===== src/wald_pkg.sv =====
// ----------------------------------------------------------------------------
// wald_pkg
// Shared constants, types and state encoding of the waypoint decimator.
// ----------------------------------------------------------------------------
`default_nettype none

package wald_pkg;

    localparam int FRAC_BITS    = 8;
    localparam int ACC_WIDTH    = 40;
    localparam int TILE_METRES  = 100;
    localparam int TILE_DIVISOR = 2;

    localparam int COORD_W = 32;
    localparam int TRIG_W  = 24;
    localparam int ROOT_W  = COORD_W;
    localparam int RAD_W   = 2 * ROOT_W;
    localparam int REM_W   = ROOT_W + 2;
    localparam int CNT_W   = $clog2(ROOT_W);

    localparam logic [TRIG_W-1:0] TRIGGER_RESET =
        TRIG_W'((TILE_METRES / TILE_DIVISOR) << FRAC_BITS);

    typedef enum logic [2:0] {
        ST_IDLE,
        ST_SQX,
        ST_SQY,
        ST_SUM,
        ST_ROOT,
        ST_ACC,
        ST_DONE
    } t_state;

    typedef struct packed {
        logic signed [COORD_W-1:0] emit_x;
        logic signed [COORD_W-1:0] emit_y;
        logic                      flush_before;
        logic                      by_distance;
    } t_res;

    typedef struct packed {
        logic             start;
        logic [RAD_W-1:0] radicand;
    } t_root_req;

    typedef struct packed {
        logic              done;
        logic [ROOT_W-1:0] root;
    } t_root_rsp;

endpackage

`default_nettype wire


===== src/wald_if.sv =====
// ----------------------------------------------------------------------------
// wald_if
// Valid/ready channel interfaces: waypoint input, emitted point, config write.
// ----------------------------------------------------------------------------
`default_nettype none

interface wald_pt_if;
    logic                                      valid;
    logic                                      ready;
    logic signed [wald_pkg::COORD_W-1:0]       point_x;
    logic signed [wald_pkg::COORD_W-1:0]       point_y;
    logic                                      lane_first;
    logic                                      lane_last;
    logic                                      route_start;

    modport source (output valid, point_x, point_y, lane_first, lane_last, route_start,
                    input ready);
    modport sink   (input valid, point_x, point_y, lane_first, lane_last, route_start,
                    output ready);
endinterface

interface wald_em_if;
    logic                                      valid;
    logic                                      ready;
    logic signed [wald_pkg::COORD_W-1:0]       emit_x;
    logic signed [wald_pkg::COORD_W-1:0]       emit_y;
    logic                                      flush_before;
    logic                                      by_distance;

    modport source (output valid, emit_x, emit_y, flush_before, by_distance,
                    input ready);
    modport sink   (input valid, emit_x, emit_y, flush_before, by_distance,
                    output ready);
endinterface

interface wald_cfg_if;
    logic                               valid;
    logic                               ready;
    logic [wald_pkg::TRIG_W-1:0]        data;

    modport source (output valid, data, input ready);
    modport sink   (input valid, data, output ready);
endinterface

`default_nettype wire


===== src/wald_isqrt.sv =====
// ----------------------------------------------------------------------------
// wald_isqrt
// Integer square root by digit recurrence, one result bit per cycle.
// ----------------------------------------------------------------------------
`default_nettype none

module wald_isqrt (
    input  wire logic                  i_clk,
    input  wire logic                  i_rst_n,
    input  wire wald_pkg::t_root_req   i_req,
    output wald_pkg::t_root_rsp        o_rsp
);

    localparam logic [wald_pkg::CNT_W-1:0] LAST_CNT = wald_pkg::CNT_W'(wald_pkg::ROOT_W - 1);

    logic                            r_busy, n_busy;
    logic                            r_done, n_done;
    logic [wald_pkg::CNT_W-1:0]      r_cnt, n_cnt;
    logic [wald_pkg::RAD_W-1:0]      r_rad, n_rad;
    logic [wald_pkg::REM_W-1:0]      r_rem, n_rem;
    logic [wald_pkg::ROOT_W-1:0]     r_root, n_root;

    logic [wald_pkg::REM_W+1:0]      rem_sh;
    logic [wald_pkg::REM_W+1:0]      trial;
    logic                            ge;

    always_comb begin
        rem_sh = {r_rem, r_rad[wald_pkg::RAD_W-1 -: 2]};
        trial  = (wald_pkg::REM_W+2)'({r_root, 2'b01});
        ge     = (rem_sh >= trial);

        n_busy = r_busy;
        n_done = 1'b0;
        n_cnt  = r_cnt;
        n_rad  = r_rad;
        n_rem  = r_rem;
        n_root = r_root;

        if (i_req.start) begin
            n_busy = 1'b1;
            n_cnt  = '0;
            n_rad  = i_req.radicand;
            n_rem  = '0;
            n_root = '0;
        end else if (r_busy) begin
            // bring down the next bit pair, try root*4+1
            n_rad  = {r_rad[wald_pkg::RAD_W-3:0], 2'b00};
            n_rem  = ge ? wald_pkg::REM_W'(rem_sh - trial) : wald_pkg::REM_W'(rem_sh);
            n_root = {r_root[wald_pkg::ROOT_W-2:0], ge};
            n_cnt  = r_cnt + 1'b1;
            if (r_cnt == LAST_CNT) begin
                n_busy = 1'b0;
                n_done = 1'b1;
            end
        end
    end

    always_ff @(posedge i_clk) begin
        if (!i_rst_n) begin
            r_busy <= 1'b0;
            r_done <= 1'b0;
            r_cnt  <= '0;
        end else begin
            r_busy <= n_busy;
            r_done <= n_done;
            r_cnt  <= n_cnt;
        end
        r_rad  <= n_rad;
        r_rem  <= n_rem;
        r_root <= n_root;
    end

    assign o_rsp.done = r_done;
    assign o_rsp.root = r_root;

endmodule

`default_nettype wire


===== src/wald_core.sv =====
// ----------------------------------------------------------------------------
// wald_core
// Sequencer: step length via shared multiplier and root unit, running distance.
// ----------------------------------------------------------------------------
`default_nettype none

module wald_core (
    input  wire logic                          i_clk,
    input  wire logic                          i_rst_n,
    wald_pt_if.sink                            i_pt,
    input  wire logic [wald_pkg::TRIG_W-1:0]   i_trigger,
    output wald_pkg::t_res                     o_res,
    output logic                               o_res_valid,
    input  wire logic                          i_res_free,
    output wald_pkg::t_root_req                o_root_req,
    input  wire wald_pkg::t_root_rsp           i_root_rsp
);

    localparam logic [wald_pkg::ACC_WIDTH-1:0] ACC_MAX = '1;

    wald_pkg::t_state                     r_state, n_state;
    logic [wald_pkg::COORD_W-1:0]         r_prev_x, n_prev_x;
    logic [wald_pkg::COORD_W-1:0]         r_prev_y, n_prev_y;
    logic [wald_pkg::ACC_WIDTH-1:0]       r_acc, n_acc;
    logic [wald_pkg::COORD_W-1:0]         r_mag_x, n_mag_x;
    logic [wald_pkg::COORD_W-1:0]         r_mag_y, n_mag_y;
    logic [wald_pkg::RAD_W-1:0]           r_sq_x, n_sq_x;
    logic [wald_pkg::RAD_W-1:0]           r_sq_y, n_sq_y;
    wald_pkg::t_res                       r_res, n_res;

    logic        accept;
    logic        endpoint;
    logic [wald_pkg::COORD_W:0]           dx, dy;
    logic [wald_pkg::COORD_W:0]           adx, ady;
    logic [wald_pkg::COORD_W-1:0]         mul_a;
    logic [wald_pkg::RAD_W-1:0]           prod;
    logic [wald_pkg::RAD_W:0]             rad_sum;
    logic [wald_pkg::ACC_WIDTH:0]         acc_sum;

    always_comb begin
        accept   = i_pt.valid && (r_state == wald_pkg::ST_IDLE);
        endpoint = i_pt.lane_first || i_pt.lane_last || i_pt.route_start;

        dx  = {i_pt.point_x[wald_pkg::COORD_W-1], i_pt.point_x}
            - {r_prev_x[wald_pkg::COORD_W-1], r_prev_x};
        dy  = {i_pt.point_y[wald_pkg::COORD_W-1], i_pt.point_y}
            - {r_prev_y[wald_pkg::COORD_W-1], r_prev_y};
        adx = dx[wald_pkg::COORD_W] ? -dx : dx;
        ady = dy[wald_pkg::COORD_W] ? -dy : dy;

        // one multiplier, squares x then y
        mul_a = (r_state == wald_pkg::ST_SQX) ? r_mag_x : r_mag_y;
        prod  = mul_a * mul_a;

        rad_sum = {1'b0, r_sq_x} + {1'b0, r_sq_y};
        acc_sum = {1'b0, r_acc} + (wald_pkg::ACC_WIDTH+1)'(i_root_rsp.root);

        n_state  = r_state;
        n_prev_x = r_prev_x;
        n_prev_y = r_prev_y;
        n_acc    = r_acc;
        n_mag_x  = r_mag_x;
        n_mag_y  = r_mag_y;
        n_sq_x   = r_sq_x;
        n_sq_y   = r_sq_y;
        n_res    = r_res;

        o_root_req.start    = 1'b0;
        o_root_req.radicand = rad_sum[wald_pkg::RAD_W] ? '1 : rad_sum[wald_pkg::RAD_W-1:0];
        o_res_valid         = 1'b0;
        i_pt.ready          = (r_state == wald_pkg::ST_IDLE);

        unique case (r_state)
            wald_pkg::ST_IDLE: begin
                if (accept) begin
                    n_prev_x           = i_pt.point_x;
                    n_prev_y           = i_pt.point_y;
                    n_res.emit_x       = i_pt.point_x;
                    n_res.emit_y       = i_pt.point_y;
                    n_res.flush_before = i_pt.route_start;
                    n_res.by_distance  = !endpoint;
                    n_mag_x            = adx[wald_pkg::COORD_W-1:0];
                    n_mag_y            = ady[wald_pkg::COORD_W-1:0];
                    if (endpoint) begin
                        if (i_pt.lane_first || i_pt.route_start) begin
                            n_acc = '0;
                        end
                        n_state = wald_pkg::ST_DONE;
                    end else begin
                        n_state = wald_pkg::ST_SQX;
                    end
                end
            end
            wald_pkg::ST_SQX: begin
                n_sq_x  = prod;
                n_state = wald_pkg::ST_SQY;
            end
            wald_pkg::ST_SQY: begin
                n_sq_y  = prod;
                n_state = wald_pkg::ST_SUM;
            end
            wald_pkg::ST_SUM: begin
                o_root_req.start = 1'b1;
                n_state          = wald_pkg::ST_ROOT;
            end
            wald_pkg::ST_ROOT: begin
                if (i_root_rsp.done) begin
                    n_acc   = acc_sum[wald_pkg::ACC_WIDTH] ? ACC_MAX
                                                           : acc_sum[wald_pkg::ACC_WIDTH-1:0];
                    n_state = wald_pkg::ST_ACC;
                end
            end
            wald_pkg::ST_ACC: begin
                if (r_acc > wald_pkg::ACC_WIDTH'(i_trigger)) begin
                    n_acc   = '0;
                    n_state = wald_pkg::ST_DONE;
                end else begin
                    n_state = wald_pkg::ST_IDLE;
                end
            end
            wald_pkg::ST_DONE: begin
                o_res_valid = 1'b1;
                if (i_res_free) begin
                    n_state = wald_pkg::ST_IDLE;
                end
            end
            default: begin
                n_state = wald_pkg::ST_IDLE;
            end
        endcase
    end

    always_ff @(posedge i_clk) begin
        if (!i_rst_n) begin
            r_state  <= wald_pkg::ST_IDLE;
            r_prev_x <= '0;
            r_prev_y <= '0;
            r_acc    <= '0;
        end else begin
            r_state  <= n_state;
            r_prev_x <= n_prev_x;
            r_prev_y <= n_prev_y;
            r_acc    <= n_acc;
        end
        r_mag_x <= n_mag_x;
        r_mag_y <= n_mag_y;
        r_sq_x  <= n_sq_x;
        r_sq_y  <= n_sq_y;
        r_res   <= n_res;
    end

    assign o_res = r_res;

endmodule

`default_nettype wire


===== src/waypoint_arc_length_decimator.sv =====
// ----------------------------------------------------------------------------
// waypoint_arc_length_decimator
// Emits lane endpoints and inner waypoints spaced by accumulated arc length.
//
//   channel  dir  payload                                        transfer when
//   i_pt     in   point_x, point_y, lane_first, lane_last,       valid & ready
//                 route_start
//   o_em     out  emit_x, emit_y, flush_before, by_distance      valid & ready
//   i_cfg    in   data = trigger_distance (24 bit)               valid & ready
//
// Endpoint waypoints pass from accept through the done state to the output
// register. Inner waypoints hold the input through accept, two squares on one
// multiplier, a sum, 32 iterations of the root unit, accumulate and compare;
// an emitted one passes the done state too. Input is not ready while an item
// is in work; a result stalled on o_em holds the sequencer in its last state.
// Reset sets trigger_distance to 12800 and clears previous point and distance.
// ----------------------------------------------------------------------------
`default_nettype none

module waypoint_arc_length_decimator (
    input  wire logic      i_clk,
    input  wire logic      i_rst_n,
    wald_pt_if.sink        i_pt,
    wald_em_if.source      o_em,
    wald_cfg_if.sink       i_cfg
);

    logic [wald_pkg::TRIG_W-1:0] r_trigger;
    logic                        r_out_valid, n_out_valid;
    wald_pkg::t_res              r_out, n_out;

    wald_pkg::t_res              core_res;
    logic                        core_res_valid;
    logic                        res_free;
    wald_pkg::t_root_req         root_req;
    wald_pkg::t_root_rsp         root_rsp;

    assign i_cfg.ready = 1'b1;
    assign res_free    = !r_out_valid || o_em.ready;

    always_comb begin
        n_out_valid = r_out_valid;
        n_out       = r_out;
        if (o_em.ready) begin
            n_out_valid = 1'b0;
        end
        if (core_res_valid && res_free) begin
            n_out_valid = 1'b1;
            n_out       = core_res;
        end
    end

    always_ff @(posedge i_clk) begin
        if (!i_rst_n) begin
            r_trigger   <= wald_pkg::TRIGGER_RESET;
            r_out_valid <= 1'b0;
        end else begin
            if (i_cfg.valid) begin
                r_trigger <= i_cfg.data;
            end
            r_out_valid <= n_out_valid;
        end
        r_out <= n_out;
    end

    wald_core u_core (
        .i_clk       (i_clk),
        .i_rst_n     (i_rst_n),
        .i_pt        (i_pt),
        .i_trigger   (r_trigger),
        .o_res       (core_res),
        .o_res_valid (core_res_valid),
        .i_res_free  (res_free),
        .o_root_req  (root_req),
        .i_root_rsp  (root_rsp)
    );

    wald_isqrt u_isqrt (
        .i_clk   (i_clk),
        .i_rst_n (i_rst_n),
        .i_req   (root_req),
        .o_rsp   (root_rsp)
    );

    assign o_em.valid        = r_out_valid;
    assign o_em.emit_x       = r_out.emit_x;
    assign o_em.emit_y       = r_out.emit_y;
    assign o_em.flush_before = r_out.flush_before;
    assign o_em.by_distance  = r_out.by_distance;

endmodule

`default_nettype wire

===== src/flat_wrapper.sv =====
// flat-port wrapper written by rule: the top's interface ports become plain ports
module waypoint_arc_length_decimator_flat 
  (i_clk, i_rst_n, i_pt_valid, i_pt_point_x, i_pt_point_y, i_pt_lane_first, i_pt_lane_last, i_pt_route_start, i_pt_ready, o_em_valid, o_em_emit_x, o_em_emit_y, o_em_flush_before, o_em_by_distance, o_em_ready, i_cfg_valid, i_cfg_data, i_cfg_ready);
  wald_pt_if i_pt_i ();
  wald_em_if o_em_i ();
  wald_cfg_if i_cfg_i ();
  input  wire logic i_clk;
  input  wire logic i_rst_n;
  input wire logic [$bits(i_pt_i.valid)-1:0] i_pt_valid;
  input wire logic [$bits(i_pt_i.point_x)-1:0] i_pt_point_x;
  input wire logic [$bits(i_pt_i.point_y)-1:0] i_pt_point_y;
  input wire logic [$bits(i_pt_i.lane_first)-1:0] i_pt_lane_first;
  input wire logic [$bits(i_pt_i.lane_last)-1:0] i_pt_lane_last;
  input wire logic [$bits(i_pt_i.route_start)-1:0] i_pt_route_start;
  output wire logic [$bits(i_pt_i.ready)-1:0] i_pt_ready;
  output wire logic [$bits(o_em_i.valid)-1:0] o_em_valid;
  output wire logic [$bits(o_em_i.emit_x)-1:0] o_em_emit_x;
  output wire logic [$bits(o_em_i.emit_y)-1:0] o_em_emit_y;
  output wire logic [$bits(o_em_i.flush_before)-1:0] o_em_flush_before;
  output wire logic [$bits(o_em_i.by_distance)-1:0] o_em_by_distance;
  input wire logic [$bits(o_em_i.ready)-1:0] o_em_ready;
  input wire logic [$bits(i_cfg_i.valid)-1:0] i_cfg_valid;
  input wire logic [$bits(i_cfg_i.data)-1:0] i_cfg_data;
  output wire logic [$bits(i_cfg_i.ready)-1:0] i_cfg_ready;
  assign i_pt_i.valid = i_pt_valid;
  assign i_pt_i.point_x = i_pt_point_x;
  assign i_pt_i.point_y = i_pt_point_y;
  assign i_pt_i.lane_first = i_pt_lane_first;
  assign i_pt_i.lane_last = i_pt_lane_last;
  assign i_pt_i.route_start = i_pt_route_start;
  assign i_pt_ready = i_pt_i.ready;
  assign o_em_valid = o_em_i.valid;
  assign o_em_emit_x = o_em_i.emit_x;
  assign o_em_emit_y = o_em_i.emit_y;
  assign o_em_flush_before = o_em_i.flush_before;
  assign o_em_by_distance = o_em_i.by_distance;
  assign o_em_i.ready = o_em_ready;
  assign i_cfg_i.valid = i_cfg_valid;
  assign i_cfg_i.data = i_cfg_data;
  assign i_cfg_ready = i_cfg_i.ready;
  waypoint_arc_length_decimator u_core (.i_clk(i_clk), .i_rst_n(i_rst_n), .i_pt(i_pt_i), .o_em(o_em_i), .i_cfg(i_cfg_i));
endmodule

===== config.mk =====
export PLATFORM = sky130hd
export DESIGN_NAME = waypoint_arc_length_decimator_flat
export DESIGN_NICKNAME = d
export VERILOG_FILES = /design/src/wald_pkg.sv /design/src/wald_if.sv /design/src/wald_isqrt.sv /design/src/wald_core.sv /design/src/waypoint_arc_length_decimator.sv /design/src/flat_wrapper.sv
export SDC_FILE = /design/constraint.sdc
export NUM_CORES = 2
export LEC_CHECK = 0
export ABC_CLOCK_PERIOD_IN_PS = 11500
export BUFFER_PORTS_ARGS = -buffer_cell sky130_fd_sc_hd__buf_2
export CORE_MARGIN = 2
export CORE_UTILIZATION = 59
export CTS_CLUSTER_DIAMETER = 40
export DETAILED_ROUTE_END_ITERATION = 10
export PLACE_DENSITY = 0.79
export SYNTH_ARGS = -nofsm -noshare
export SYNTH_HDL_FRONTEND = slang
export SYNTH_SLANG_ARGS = --single-unit

===== constraint.sdc =====
create_clock -name i_clk -period 11.5 [get_ports i_clk]
set_clock_uncertainty 0.1 [all_clocks]
set_input_delay 1.15 -clock i_clk [delete_from_list [all_inputs] [get_ports i_clk]]
set_output_delay 1.15 -clock i_clk [all_outputs]
set_load 0.005 [all_outputs]

==> reports/results.txt <==
post-synthesis register bit count -> 591
row count -> 118
CTS Buffer Depth -> 3
Num CTS Buffers -> 83
DR DRC count -> 0
Reg2Reg Depth -> 29
Syn Area/Cell -> 9.58 um^2
slew of the pin with the lowest slew margin -> 1240 ps
GRT Total Usage -> 30.2%
Initial Utilization -> 59.7%
Non-Filler Instances -> 8010
Skew-Pair Late Insertion Delay -> 680 ps
RSZ-0062 raised after global routing -> false
Crit-path slowest cell -> inv_1
antenna cell count -> 0
initial antenna violation count -> 2
post-route clock period utilization -> 94.5%
vias in the first global route -> 48000
R2R Setup Slk -> 640 ps
IO Pins -> 165
max_slew headroom -> 17.2%
nets@finish -> 7961
Synth Flop Type -> edfxtp_1
worst hold stages -> 0
Die X -> 328 um
max_cap viols -> 0
Synth-to-Final Area Change -> 8.58%
dpl cells -> 7855
# resized after CTS -> 0
CORE AREA -> 104000 um^2
CTS tree -> yes
Root Buffer -> clkbuf_16
largest net degree at the start of global routing -> 159
Slowest Stage Delay on Critical Path -> 790 ps
grt ovf -> 0
cell mode on critical path -> fa_1
1st-pass router iterations -> 8
CTS Hold Bufs -> 0
hold worst-path end -> u_core.o_em.emit_x[2]$_DFFE_PP_
Post-Route WL -> 160 mm
global-route wire length before repair -> 256 mm
# H-tree levels -> 3
CP startpoint kind -> flop
drt wl/cell -> 19.9 um
Routed Antenna Nets -> 0
CP required -> 11810 ps
drt via density -> 5.81
Post-synth EDFFs -> 386
Clock transition at path regs -> 60 ps
Hold/Removal Path Class -> reg2reg
synth unique cells -> 85
final setup vio count -> 0
CP Class -> reg2reg
Seq/Total Area, Yosys -> 25.3%
fraction of registers with async set/reset -> 0%
Post-CTS Setup Inserts -> 0
mapped cell area -> 61900 um^2
Hold Crit Start -> u_core.u_core.o_res[36]$_DFFE_PP_
post-route setup TNS -> 0 ps
hold slack -> 304 ps
RD Place Congestion -> 1.02
chip height -> 328 um
DIE AREA -> 108000 um^2
initial DRC count -> 3806
syn_nets -> 7864
CP Capture Type -> flop
FF-to-FF End -> u_core.u_core.r_sq_y[63]$_DFFE_PP_
clock period minus worst slack -> 10860 ps
Slew Limit Fails -> 0
via count -> 46500
FF-to-FF Start -> u_core.u_core.r_state[0]$_SDFFE_PN0P_
I/O Buffers -> 163
share of layout cells above drive strength 1 -> 7.18%
clk sinks -> 591
DPL Wire Length -> 123 mm
crit path DAT -> 11170 ps
YS warnings -> 0
status -> finished, final reports clean
Worst Path Max Fanout -> 23
synthesized instance count -> 6463
final hold vios -> 0
maximum clock frequency -> 92.1 MHz
## cells in the mapped netlist (32+ instances only)
| library cell | n | area [um^2] |
|---|---|---|
| a211oi_1 | 44 | 330 |
| a21boi_0 | 80 | 601 |
| a21o_1 | 174 | 1310 |
| a21oi_1 | 280 | 1400 |
| a31oi_1 | 82 | 513 |
| and3_1 | 46 | 288 |
| clkbuf_1 | 192 | 721 |
| dfxtp_1 | 205 | 4100 |
| edfxtp_1 | 386 | 11600 |
| fa_1 | 796 | 15900 |
| ha_1 | 509 | 6370 |
| inv_1 | 1241 | 4660 |
| mux2i_1 | 101 | 1010 |
| nand2_1 | 507 | 1900 |
| nand2b_1 | 32 | 200 |
| nand3_1 | 67 | 335 |
| nand4_1 | 38 | 238 |
| nor2_1 | 597 | 2240 |
| nor2b_1 | 66 | 413 |
| nor3_1 | 58 | 290 |
| o21a_1 | 40 | 300 |
| o21ai_0 | 134 | 671 |
| o21bai_1 | 45 | 338 |
| xnor2_1 | 191 | 1670 |
| xor2_1 | 123 | 1080 |
## cell families after synthesis
| logic type | Yosys count | share of synthesized area, % |
|---|---|---|
| AO/OA/AOI/OAI | 1102 | 12.0 |
| XOR/XNOR | 314 | 4.44 |
| adder cells (fa/ha/maj) | 1305 | 36.0 |
| buffers and inverters | 1474 | 8.95 |
| flip-flops | 591 | 25.3 |
| multiplexers | 124 | 2.05 |
| other | 1 | 0.00606 |
| AND/OR/NAND/NOR | 1552 | 11.2 |
## worst max-delay path: cells and delay by family (launching register included)
| kind | cells | cell delay, ps |
|---|---|---|
| fa+ha+maj | 9 | 4430 |
| mux | 1 | 460 |
| flops | 1 | 510 |
| simple gates | 5 | 1490 |
| xor+xnor | 2 | 310 |
| buf+inv | 6 | 1100 |
| compound gates | 6 | 2180 |
## layout by cell type, fill, tap and decap left out, drive strengths merged, types with 38 or more instances in the layout
master	synthesis	layout
a21boi	81	81
buf	32	236
o21a	40	40
mux2i	101	101
clkbuf	192	96
xnor2	191	191
ha	509	509
a31oi	82	82
nor2	597	597
a211oi	44	44
edfxtp	386	386
a21oi	280	280
a21o	174	174
dfxtp	205	205
nand3	67	67
nand4	38	38
and3	46	46
o21ai	139	139
o21bai	45	45
nand2	508	508
nor2b	66	66
nor3	60	60
inv	1241	1263
xor2	123	123
fa	796	796
## per-layer routing
layer / share of wire (%) / wire, um / vias up / GRT usage [%]
met5: 0.015 / 24 / - / 0
met4: 4.8 / 7590 / 4 / 13.0
met3: 8.4 / 13500 / 455 / 5.97
met2: 46 / 73800 / 1974 / 49.0
met1: 41 / 64700 / 22800 / 39.5
li1: - / - / 21300 / -
## worst max path at each step
stage	depth (start not counted)	slack (ps)	endpoint	startpoint
floorplan	36	20	u_core.u_core.r_sq_x[63]$_DFFE_PP_	u_core.u_core.r_state[0]$_SDFFE_PN0P_
global placement	29	980	u_core.u_core.r_sq_x[63]$_DFFE_PP_	u_core.u_core.r_state[0]$_SDFFE_PN0P_
detailed placement	29	750	u_core.u_core.r_sq_x[63]$_DFFE_PP_	u_core.u_core.r_state[0]$_SDFFE_PN0P_
CTS	29	770	u_core.u_core.r_sq_y[63]$_DFFE_PP_	u_core.u_core.r_state[0]$_SDFFE_PN0P_
global route	30	250	u_core.u_core.r_sq_x[63]$_DFFE_PP_	u_core.u_core.r_state[0]$_SDFFE_PN0P_
finish	29	640	u_core.u_core.r_sq_y[63]$_DFFE_PP_	u_core.u_core.r_state[0]$_SDFFE_PN0P_
## flip-flops by register name (all words and copies together) (netlist names), 34 cells and up
| signal | count |
|---|---|
| u_core.u_core.o_res | 66 |
| u_core.u_core.r_acc | 40 |
| u_core.u_core.r_sq_x | 63 |
| u_core.u_core.r_sq_y | 63 |
| u_core.u_isqrt.r_rad | 64 |
| u_core.u_isqrt.r_rem | 34 |
## area by class of cell
class                           instances  area, um^2
Multi-Input combinational cell       4398       40800
Fill cell                            8098       36600
Sequential cell                       591       15700
Inverter                             1250        4700
Clock buffer                           96        2210
Tap cell                             1380        1730
Timing Repair Buffer                  236        1380
Clock inverter                         59         718
## through the flow
stage	cell area, um^2	setup WS, ps	utilization, %
floorplan	61900	20.0	-
global placement	64300	982	62.0
detailed placement	64300	754	62.0
CTS	67200	768	64.8
global route	67200	245	64.8
finish	67200	637	64.8
Power is not shown: default switching activity piles up to over one toggle a cycle in this logic, so the estimate is an artifact.
